### src/mm4x4_pkg.sv
`timescale 1ns / 1ps

package mm4x4_pkg;

  localparam int DIM_DEFAULT  = 4;
  localparam int FRAC_DEFAULT = 16;
  localparam int DATA_W       = 32;
  // Depth of the queue between the front and the back.
  localparam int IQ_DEPTH     = 4;
  // Depth of the result queue at the back's output.
  localparam int OQ_DEPTH     = 4;

  typedef enum logic {
    KIND_LOAD,
    KIND_TRIGGER
  } item_kind_t;

  typedef enum logic {
    BK_IDLE,
    BK_RUN
  } bk_state_t;

endpackage

### src/mm4x4_front.sv
`timescale 1ns / 1ps

module mm4x4_front
  import mm4x4_pkg::*;
#(
  parameter int MATRIX_DIM = DIM_DEFAULT,
  parameter int IDX_W      = $clog2(MATRIX_DIM * MATRIX_DIM)
) (
  input  logic                     clk,
  input  logic                     rst_n,
  input  logic                     in_valid,
  output logic                     in_ready,
  input  logic [IDX_W-1:0]         in_elem_index,
  input  logic signed [DATA_W-1:0] in_a_element,
  input  logic signed [DATA_W-1:0] in_b_element,
  output logic                     q_valid,
  output item_kind_t               q_kind,
  output logic [IDX_W-1:0]         q_idx,
  output logic [DATA_W-1:0]        q_a,
  output logic [DATA_W-1:0]        q_b,
  input  logic                     q_pop
);

  localparam int ELEM_COUNT = MATRIX_DIM * MATRIX_DIM;
  localparam int PTR_W      = (IQ_DEPTH > 1) ? $clog2(IQ_DEPTH) : 1;
  localparam int CNT_W      = $clog2(IQ_DEPTH + 1);

  item_kind_t         kind_q [IQ_DEPTH];
  logic [IDX_W-1:0]   idx_q  [IQ_DEPTH];
  logic [DATA_W-1:0]  a_q    [IQ_DEPTH];
  logic [DATA_W-1:0]  b_q    [IQ_DEPTH];

  logic [PTR_W-1:0]   wr_ptr_r;
  logic [PTR_W-1:0]   rd_ptr_r;
  logic [CNT_W-1:0]   cnt_r;
  logic               in_xfer;
  logic               push;
  logic               is_trigger;
  logic               in_range;

  assign in_ready   = (cnt_r < CNT_W'(IQ_DEPTH));
  assign in_xfer    = in_valid && in_ready;
  assign is_trigger = (in_elem_index == IDX_W'(ELEM_COUNT - 1));
  assign in_range   = ({1'b0, in_elem_index} < (IDX_W + 1)'(ELEM_COUNT));
  // Items beyond the stores are taken and dropped here; they never reach the back.
  assign push       = in_xfer && in_range;

  always_ff @(posedge clk) begin
    if (push) begin
      kind_q[wr_ptr_r] <= is_trigger ? KIND_TRIGGER : KIND_LOAD;
      idx_q[wr_ptr_r]  <= in_elem_index;
      a_q[wr_ptr_r]    <= in_a_element;
      b_q[wr_ptr_r]    <= in_b_element;
    end
  end

  always_ff @(posedge clk) begin
    if (!rst_n) begin
      wr_ptr_r <= '0;
      rd_ptr_r <= '0;
      cnt_r    <= '0;
    end else begin
      if (push) begin
        wr_ptr_r <= (wr_ptr_r == PTR_W'(IQ_DEPTH - 1)) ? '0 : wr_ptr_r + 1'b1;
      end
      if (q_pop) begin
        rd_ptr_r <= (rd_ptr_r == PTR_W'(IQ_DEPTH - 1)) ? '0 : rd_ptr_r + 1'b1;
      end
      if (push && !q_pop) begin
        cnt_r <= cnt_r + 1'b1;
      end else if (!push && q_pop) begin
        cnt_r <= cnt_r - 1'b1;
      end
    end
  end

  assign q_valid = (cnt_r != '0);
  assign q_kind  = kind_q[rd_ptr_r];
  assign q_idx   = idx_q[rd_ptr_r];
  assign q_a     = a_q[rd_ptr_r];
  assign q_b     = b_q[rd_ptr_r];

endmodule

### src/mm4x4_back.sv
`timescale 1ns / 1ps

module mm4x4_back
  import mm4x4_pkg::*;
#(
  parameter int MATRIX_DIM = DIM_DEFAULT,
  parameter int FRAC_BITS  = FRAC_DEFAULT,
  parameter int IDX_W      = $clog2(MATRIX_DIM * MATRIX_DIM)
) (
  input  logic                     clk,
  input  logic                     rst_n,
  input  logic                     q_valid,
  input  item_kind_t               q_kind,
  input  logic [IDX_W-1:0]         q_idx,
  input  logic [DATA_W-1:0]        q_a,
  input  logic [DATA_W-1:0]        q_b,
  output logic                     q_pop,
  output logic                     out_valid,
  input  logic                     out_ready,
  output logic [IDX_W-1:0]         out_index,
  output logic signed [DATA_W-1:0] out_value,
  output logic                     out_saturated,
  output logic                     out_last_of_run
);

  localparam int ELEM_COUNT = MATRIX_DIM * MATRIX_DIM;
  localparam int DIM_W      = $clog2(MATRIX_DIM);
  localparam int ACC_W      = 2 * DATA_W + $clog2(MATRIX_DIM);
  localparam int OQ_PTR_W   = (OQ_DEPTH > 1) ? $clog2(OQ_DEPTH) : 1;
  localparam int OQ_CNT_W   = $clog2(OQ_DEPTH + 1);

  bk_state_t state_r, state_nxt;

  // Element stores. An entry whose valid bit is clear reads as zero.
  logic [DATA_W-1:0]     a_mem [ELEM_COUNT];
  logic [DATA_W-1:0]     b_mem [ELEM_COUNT];
  logic [ELEM_COUNT-1:0] elem_vld_r;
  logic                  wr_en;

  logic [DIM_W-1:0] r_r, c_r, k_r;
  logic [IDX_W-1:0] n_r;
  logic             k_last, c_last, r_last, n_last;
  logic             issue;
  logic [IDX_W-1:0] a_addr, b_addr;

  logic [OQ_CNT_W-1:0] res_cnt_r;

  logic                     s1_vld_r, s1_first_r, s1_lastk_r, s1_lastrun_r;
  logic [IDX_W-1:0]         s1_n_r;
  logic [DATA_W-1:0]        a_rd_r, b_rd_r;
  logic                     a_ok_r, b_ok_r;
  logic signed [DATA_W-1:0] a_m, b_m;

  logic                       s2_vld_r, s2_first_r, s2_lastk_r, s2_lastrun_r;
  logic [IDX_W-1:0]           s2_n_r;
  logic signed [2*DATA_W-1:0] prod_r;

  logic signed [ACC_W-1:0] acc_r;
  logic                    s3_done_r, s3_lastrun_r;
  logic [IDX_W-1:0]        s3_n_r;

  logic signed [ACC_W-1:0]  acc_shift;
  logic [ACC_W-DATA_W:0]    sat_top;
  logic                     fits;
  logic [DATA_W-1:0]        sat_val;

  logic [IDX_W-1:0]    oq_idx  [OQ_DEPTH];
  logic [DATA_W-1:0]   oq_val  [OQ_DEPTH];
  logic                oq_sat  [OQ_DEPTH];
  logic                oq_last [OQ_DEPTH];
  logic [OQ_PTR_W-1:0] oq_wr_ptr_r, oq_rd_ptr_r;
  logic [OQ_CNT_W-1:0] oq_cnt_r;
  logic                out_xfer;

  assign k_last = (k_r == DIM_W'(MATRIX_DIM - 1));
  assign c_last = (c_r == DIM_W'(MATRIX_DIM - 1));
  assign r_last = (r_r == DIM_W'(MATRIX_DIM - 1));
  assign n_last = (n_r == IDX_W'(ELEM_COUNT - 1));

  always_comb begin
    state_nxt = state_r;
    unique case (state_r)
      BK_IDLE: begin
        if (q_valid && q_kind == KIND_TRIGGER) begin
          state_nxt = BK_RUN;
        end
      end
      BK_RUN: begin
        if (issue && k_last && n_last) begin
          state_nxt = BK_IDLE;
        end
      end
      default: state_nxt = BK_IDLE;
    endcase
  end

  // A new element starts only when a result slot is reserved for it.
  always_comb begin
    q_pop = 1'b0;
    issue = 1'b0;
    unique case (state_r)
      BK_IDLE: q_pop = q_valid;
      BK_RUN:  issue = (k_r != '0) || (res_cnt_r < OQ_CNT_W'(OQ_DEPTH));
      default: begin
        q_pop = 1'b0;
        issue = 1'b0;
      end
    endcase
  end

  assign wr_en = q_pop;

  always_ff @(posedge clk) begin
    if (!rst_n) begin
      state_r <= BK_IDLE;
    end else begin
      state_r <= state_nxt;
    end
  end

  always_ff @(posedge clk) begin
    if (!rst_n) begin
      r_r <= '0;
      c_r <= '0;
      k_r <= '0;
      n_r <= '0;
    end else if (issue) begin
      if (k_last) begin
        k_r <= '0;
        n_r <= n_last ? '0 : n_r + 1'b1;
        if (c_last) begin
          c_r <= '0;
          r_r <= r_last ? '0 : r_r + 1'b1;
        end else begin
          c_r <= c_r + 1'b1;
        end
      end else begin
        k_r <= k_r + 1'b1;
      end
    end
  end

  assign a_addr = IDX_W'(r_r) * IDX_W'(MATRIX_DIM) + IDX_W'(k_r);
  assign b_addr = IDX_W'(k_r) * IDX_W'(MATRIX_DIM) + IDX_W'(c_r);

  always_ff @(posedge clk) begin
    if (wr_en) begin
      a_mem[q_idx] <= q_a;
    end
    a_rd_r <= a_mem[a_addr];
  end

  always_ff @(posedge clk) begin
    if (wr_en) begin
      b_mem[q_idx] <= q_b;
    end
    b_rd_r <= b_mem[b_addr];
  end

  always_ff @(posedge clk) begin
    if (!rst_n) begin
      elem_vld_r <= '0;
    end else if (wr_en) begin
      elem_vld_r[q_idx] <= 1'b1;
    end
  end

  // Stage 1: store read.
  always_ff @(posedge clk) begin
    if (!rst_n) begin
      s1_vld_r <= 1'b0;
    end else begin
      s1_vld_r <= issue;
    end
  end

  always_ff @(posedge clk) begin
    a_ok_r       <= elem_vld_r[a_addr];
    b_ok_r       <= elem_vld_r[b_addr];
    s1_first_r   <= (k_r == '0);
    s1_lastk_r   <= k_last;
    s1_lastrun_r <= n_last;
    s1_n_r       <= n_r;
  end

  assign a_m = a_ok_r ? signed'(a_rd_r) : '0;
  assign b_m = b_ok_r ? signed'(b_rd_r) : '0;

  // Stage 2: full-precision product.
  always_ff @(posedge clk) begin
    if (!rst_n) begin
      s2_vld_r <= 1'b0;
    end else begin
      s2_vld_r <= s1_vld_r;
    end
  end

  always_ff @(posedge clk) begin
    prod_r       <= a_m * b_m;
    s2_first_r   <= s1_first_r;
    s2_lastk_r   <= s1_lastk_r;
    s2_lastrun_r <= s1_lastrun_r;
    s2_n_r       <= s1_n_r;
  end

  // Stage 3: accumulate the products of one element.
  always_ff @(posedge clk) begin
    if (!rst_n) begin
      s3_done_r <= 1'b0;
    end else begin
      s3_done_r <= s2_vld_r && s2_lastk_r;
    end
  end

  always_ff @(posedge clk) begin
    if (s2_vld_r) begin
      acc_r <= s2_first_r ? ACC_W'(prod_r) : acc_r + ACC_W'(prod_r);
    end
    s3_lastrun_r <= s2_lastrun_r;
    s3_n_r       <= s2_n_r;
  end

  // The arithmetic shift rounds toward minus infinity; the result fits when
  // every bit above the 32-bit sign position matches it.
  assign acc_shift = acc_r >>> FRAC_BITS;
  assign sat_top   = acc_shift[ACC_W-1:DATA_W-1];
  assign fits      = (&sat_top) || !(|sat_top);
  assign sat_val   = fits ? acc_shift[DATA_W-1:0] :
                     (acc_r[ACC_W-1] ? {1'b1, {(DATA_W-1){1'b0}}}
                                     : {1'b0, {(DATA_W-1){1'b1}}});

  // Result queue. Reservations taken at issue keep it from overflowing.
  assign out_xfer = out_valid && out_ready;

  always_ff @(posedge clk) begin
    if (s3_done_r) begin
      oq_idx[oq_wr_ptr_r]  <= s3_n_r;
      oq_val[oq_wr_ptr_r]  <= sat_val;
      oq_sat[oq_wr_ptr_r]  <= !fits;
      oq_last[oq_wr_ptr_r] <= s3_lastrun_r;
    end
  end

  always_ff @(posedge clk) begin
    if (!rst_n) begin
      oq_wr_ptr_r <= '0;
      oq_rd_ptr_r <= '0;
      oq_cnt_r    <= '0;
      res_cnt_r   <= '0;
    end else begin
      if (s3_done_r) begin
        oq_wr_ptr_r <= (oq_wr_ptr_r == OQ_PTR_W'(OQ_DEPTH - 1)) ? '0 : oq_wr_ptr_r + 1'b1;
      end
      if (out_xfer) begin
        oq_rd_ptr_r <= (oq_rd_ptr_r == OQ_PTR_W'(OQ_DEPTH - 1)) ? '0 : oq_rd_ptr_r + 1'b1;
      end
      if (s3_done_r && !out_xfer) begin
        oq_cnt_r <= oq_cnt_r + 1'b1;
      end else if (!s3_done_r && out_xfer) begin
        oq_cnt_r <= oq_cnt_r - 1'b1;
      end
      if (issue && k_r == '0 && !out_xfer) begin
        res_cnt_r <= res_cnt_r + 1'b1;
      end else if (!(issue && k_r == '0) && out_xfer) begin
        res_cnt_r <= res_cnt_r - 1'b1;
      end
    end
  end

  assign out_valid       = (oq_cnt_r != '0);
  assign out_index       = oq_idx[oq_rd_ptr_r];
  assign out_value       = signed'(oq_val[oq_rd_ptr_r]);
  assign out_saturated   = oq_sat[oq_rd_ptr_r];
  assign out_last_of_run = oq_last[oq_rd_ptr_r];

endmodule

### src/matrix4x4_multiply.sv
// Load items at the queue head are taken into the stores by the back while it is idle; the front
// queue holds four and accepts while the back computes.
// A run computes MATRIX_DIM*MATRIX_DIM elements of MATRIX_DIM products each through
// one 32x32 multiplier; a new element waits while no result slot is free.
// Each result passes the store read, the product, the accumulation and the result queue in order.
// Reset (synchronous, active low) empties both queues and clears per-entry valid
// bits, so every store entry reads as zero at once; no clearing pass is needed.
`timescale 1ns / 1ps

module matrix4x4_multiply
  import mm4x4_pkg::*;
#(
  parameter int MATRIX_DIM = DIM_DEFAULT,
  parameter int FRAC_BITS  = FRAC_DEFAULT,
  parameter int IDX_W      = $clog2(MATRIX_DIM * MATRIX_DIM)
) (
  input  logic                     clk,
  input  logic                     rst_n,
  input  logic                     in_valid,
  output logic                     in_ready,
  input  logic [IDX_W-1:0]         in_elem_index,
  input  logic signed [DATA_W-1:0] in_a_element,
  input  logic signed [DATA_W-1:0] in_b_element,
  output logic                     out_valid,
  input  logic                     out_ready,
  output logic [IDX_W-1:0]         out_index,
  output logic signed [DATA_W-1:0] out_value,
  output logic                     out_saturated,
  output logic                     out_last_of_run
);

  localparam int ELEM_COUNT = MATRIX_DIM * MATRIX_DIM;

  logic              q_valid;
  item_kind_t        q_kind;
  logic [IDX_W-1:0]  q_idx;
  logic [DATA_W-1:0] q_a;
  logic [DATA_W-1:0] q_b;
  logic              q_pop;

  mm4x4_front #(
    .MATRIX_DIM (MATRIX_DIM),
    .IDX_W      (IDX_W)
  ) u_front (
    .clk           (clk),
    .rst_n         (rst_n),
    .in_valid      (in_valid),
    .in_ready      (in_ready),
    .in_elem_index (in_elem_index),
    .in_a_element  (in_a_element),
    .in_b_element  (in_b_element),
    .q_valid       (q_valid),
    .q_kind        (q_kind),
    .q_idx         (q_idx),
    .q_a           (q_a),
    .q_b           (q_b),
    .q_pop         (q_pop)
  );

  mm4x4_back #(
    .MATRIX_DIM (MATRIX_DIM),
    .FRAC_BITS  (FRAC_BITS),
    .IDX_W      (IDX_W)
  ) u_back (
    .clk             (clk),
    .rst_n           (rst_n),
    .q_valid         (q_valid),
    .q_kind          (q_kind),
    .q_idx           (q_idx),
    .q_a             (q_a),
    .q_b             (q_b),
    .q_pop           (q_pop),
    .out_valid       (out_valid),
    .out_ready       (out_ready),
    .out_index       (out_index),
    .out_value       (out_value),
    .out_saturated   (out_saturated),
    .out_last_of_run (out_last_of_run)
  );

  // The back never pops an empty queue.
  assert property (@(posedge clk) disable iff (!rst_n) q_pop |-> q_valid)
    else $error("queue popped while empty");

  // A stalled input means the queue is full, so the back has work waiting.
  assert property (@(posedge clk) disable iff (!rst_n) (in_valid && !in_ready) |-> q_valid)
    else $error("input stalled with an empty queue");

  // The last transfer of a run carries the final row-major position.
  assert property (@(posedge clk) disable iff (!rst_n)
    (out_valid && out_ready && out_last_of_run) |-> (out_index == IDX_W'(ELEM_COUNT - 1)))
    else $error("last result flag on wrong position");

  // Popping a trigger starts a run, so the queue is not popped on the next cycle.
  assert property (@(posedge clk) disable iff (!rst_n)
    (q_pop && q_kind == KIND_TRIGGER) |=> !q_pop)
    else $error("queue popped during a run");

endmodule
### config.mk
export PLATFORM = sky130hd
export DESIGN_NAME = matrix4x4_multiply
export DESIGN_NICKNAME = d
export VERILOG_FILES = /design/src/mm4x4_pkg.sv /design/src/mm4x4_front.sv /design/src/mm4x4_back.sv /design/src/matrix4x4_multiply.sv
export SDC_FILE = /design/constraint.sdc
export NUM_CORES = 2
export LEC_CHECK = 0
export BUFFER_PORTS_ARGS = -buffer_cell sky130_fd_sc_hd__buf_2
export CORE_AREA = 2 2 585 587
export CTS_BUF_LIST = sky130_fd_sc_hd__clkbuf_4
export CTS_CLUSTER_DIAMETER = 120
export CTS_CLUSTER_SIZE = 16
export DETAILED_ROUTE_END_ITERATION = 12
export DIE_AREA = 0 0 587 589
export GPL_TIMING_DRIVEN = 0
export SLEW_MARGIN = 20
export SYNTH_ARGS = -nofsm -noshare
export SYNTH_HDL_FRONTEND = slang
export SYNTH_HIERARCHICAL = 1
export SYNTH_SLANG_ARGS = --single-unit
### constraint.sdc
create_clock -name clk -period 9.2 [get_ports clk]
set_input_delay 1.84 -clock clk [delete_from_list [all_inputs] [get_ports clk]]
set_output_delay 1.84 -clock clk [all_outputs]
set_load 0.05 [all_outputs]
==> results_dict.tcl <==
set metrics [dict create \
    synth-adder-area-share_pct 24.7 \
    switching_share_pct 32.9 \
    worst_ep_arrival_time_ns 10.13 \
    place_congestion 1.00 \
    dp_hpwl_um 246000 \
    setup_slack_ns 0.113 \
    drc 0 \
    r2r_slack_ns 0.11 \
    nets 8932 \
    cts_sinks 1718 \
    place_inst 11900 \
    io_pins 112 \
    design_power_total_mw 19.3 \
    yosys.area.top_type_share_pct 45.0 \
    dieHeight_um 589 \
    critical_path.startpoint_type "flip-flop" \
    synth_nets 8616 \
    cp-end-kind "flip-flop" \
    area_delta_synth_final_pct 10.7 \
    worstReg2RegStart "u_back/a_ok_r" \
    grt_start_max_net_pins 41 \
    yosys.area_share.simple_pct 6.60 \
    rsz0062_at_grt "false" \
    power_frac_seq_pct 54.0 \
    layout_min_cycle_time_ns 9.09 \
    ir_drop_v 0.000211 \
    grt_pass1_wl_um 455000 \
    p_comb_share_pct 28.3 \
    cts_tree "yes" \
    final_cell_mix "edfxtp_1, fa_1, inv_1" \
    yosys_register_bits 1718 \
    status "completed" \
    antenna_found_initial 22 \
    tightestPinTransition_ns 1.17 \
    power_density_nw_per_um2 172 \
    avgSynthCellArea_um2 14.1 \
    instances_no_fill 12200 \
    synth_top_area_cell "edfxtp_1" \
    synth_edf_count 1518 \
    synth_mux_area_share_pct 9.86 \
    synth_top_family_by_area "adder cells" \
    pre_cts_ws_ns -1.95 \
    r2r-end "u_back/prod_r[60]" \
    crit_type "flip-flop to flip-flop" \
    p_leak_nw 42.5 \
    ff2ff_path_depth 24 \
    clock_skew_ns 0.144 \
    final_common_cell "edfxtp_1" \
    internal_power_mw 13.0 \
    h-tree-depth 3 \
    dpl_cell_area_um2 110000 \
    viasPerCell 4.94 \
    std_cell_rows 214 \
    hold_viol 0 \
    drt.antenna.violating_nets 0 \
    slew_viol_final 0 \
    clk_latency_ns 1.21 \
    hold_end "u_back/s3_n_r[3]" \
    register_area_um2 49600 \
    cts_buffers 118 \
    layout-drive-gt1-share_pct 16.4 \
    period_share_pct 98.8 \
    ys_types 89 \
    hold_path_class "flip-flop to flip-flop" \
    clk_pin_slew_ns 0.18 \
    final_area_um2 112000 \
    timing.hold.ws_ns 0.334 \
    final.setup.tns_ns 0 \
    synth_compound_area_share_pct 3.45 \
    wl_per_cell_um 26.0 \
    fillCellCount 33300 \
    portBuffers 111 \
    wirelength_um 316000 \
    synthXorXnorAreaFrac_pct 1.20 \
    clockBufferDepth 3 \
    pwr-share-clk_pct 17.7 \
    syn_inst 7191 \
    setup_viol 0 \
    maxCapViolations 0 \
    netlist_area_um2 101000 \
    clock-root-buffer "clkbuf_4" \
    fmax_mhz 110 \
    grt_pass1_vias 63200 \
    cp.required_ns 10.24 \
    seq_area_frac_synth_pct 48.9 \
    synth.area.top_cells "edfxtp_1, fa_1, mux4_2, dfxtp_1, inv_1" \
    maxSlewHeadroom_pct 21.7 \
    core-area_um2 339000 \
    vias 60000 \
    holdPathStages 0 \
    ys_async_sr_fraction_pct 0 \
    die_area_um2 346000 \
    synth_warnings 6 \
    final_util_pct 33.1 \
    start_util_pct 29.9 \
    holdBufCountCts 0 \
    crit_fanout 10 \
    synth_ff_type "edfxtp_1" \
    multi_input_area_um2 47000 \
    drt_iter0_markers 5901 \
    drt_pass1_iterations 6 \
    gr-usage-all-layers_pct 18.2 \
    die_w_um 587 \
    min-delay-start "u_back/s2_n_r[3]" \
    switchingPower_mw 6.37 \
    overflow 0 \
]
[critical path: stages, from the launching register on]
cell and delay [ns]:
dfxtp_4 0.45, and2_2 0.50, clkbuf_2 0.53, nand2_1 0.16, fa_1 0.53, fa_1 0.55
inv_1 0.05, fa_1 0.49, inv_1 0.05, fa_1 0.64, inv_1 0.09, fa_1 0.50
fa_1 0.43, fa_1 0.54, fa_2 0.64, ha_2 0.36, and3_1 0.30, a221o_1 0.46
a221o_1 0.44, nor2_2 0.24, o21ai_1 0.16, a211oi_1 0.30, nor2_2 0.12, a221oi_2 0.26
xnor2_1 0.16
[layout make-up]
class / count / share of cell area [%]
antenna: 5 / 0.0111
buffer: 328 / 1.58
clock buffer: 216 / 1.44
clock inverter: 10 / 0.131
inverter: 1031 / 3.45
multi-input combinational: 4077 / 41.9
sequential: 1718 / 44.2
tap: 4536 / 5.05
timing repair buffer: 233 / 2.30
[synth_stat cells (9+ instances only)]
cell type / number
buf_1: 42
fa_1: 1086
clkbuf_1: 303
and3_1: 20
nor2_1: 609
and2_1: 75
a211oi_1: 13
o21a_1: 29
a21oi_1: 140
o21ai_0: 132
nor3_1: 21
nand2b_1: 15
xor2_1: 52
inv_1: 1028
ha_1: 267
and4_1: 9
xnor2_1: 87
nand3_1: 52
mux2i_1: 10
dfxtp_1: 200
or3_1: 10
a31oi_1: 23
nor2b_1: 32
buf_4: 9
a21boi_0: 9
nand4_1: 35
o21bai_1: 20
edfxtp_1: 1518
a21o_1: 107
mux4_2: 437
nand2_1: 682
[worst max path at each step]
stage | slack, ns | cells after the start | end | start
floorplan | 1.00 | 28 | u_back/prod_r[56] | u_back/b_ok_r
global placement | -3.75 | 5 | u_back/b_mem[0][9] | flip-flop
detailed placement | -1.95 | 26 | u_back/prod_r[40] | u_back/b_ok_r
CTS | 0.004 | 25 | u_back/prod_r[60] | u_back/a_ok_r
global route | 0.003 | 29 | u_back/prod_r[60] | u_back/b_ok_r
finish | 0.11 | 24 | u_back/prod_r[60] | u_back/a_ok_r
[power by group through the flow]
stage	sequential, mW	combinational [mW]	clock (mW)
after CTS	10.4	5.48	3.57
after global routing	10.5	5.83	3.82
final	10.4	5.48	3.43
after global placement	10.7	4.97	0
after detailed placement	10.6	5.43	0
after floorplan	10.5	3.16	0
[routing by layer]
layer,GRT usage (%),part of all wire (%),up-vias
met2,28.6,45,2607
met5,0,0.030,-
met4,5.82,3.8,16
met3,4.10,8.9,488
li1,-,-,25100
met1,25.0,42,31800
[flip-flops by register name (all words and copies together), names as in the netlist, 4 cells and up, named ones only]
signal	flops
u_front/b_q	128
u_back/a_rd_r	32
u_front/idx_q	16
u_back/oq_last	4
u_back/s3_n_r	4
u_back/b_mem	512
u_back/b_rd_r	32
u_back/elem_vld_r	16
u_back/n_r	4
u_back/s1_n_r	4
u_back/oq_val	128
u_front/a_q	128
u_back/prod_r	64
u_front/kind_q	4
u_back/oq_sat	4
u_back/oq_idx	16
u_back/acc_r	66
u_back/a_mem	512
u_back/s2_n_r	4
[timing repair]
item                       4_1_cts  5_1_grt
pin swaps                        2        1
hold endpoints to repair         0        0
resized for setup              286      135
setup endpoints to repair       40       18
setup buffers                    6        5
[cells by family (layout without fill, tap and decap cells)]
family / count (synthesis) / count (layout)
simple gates: 1591 / 1591
fa+ha+maj: 1353 / 1353
xor+xnor: 139 / 139
compound gates: 542 / 542
buf+inv: 1396 / 1818
mux: 452 / 452
flops: 1718 / 1718
other cells: 0 / 5
(Power assumes the default switching activity.)
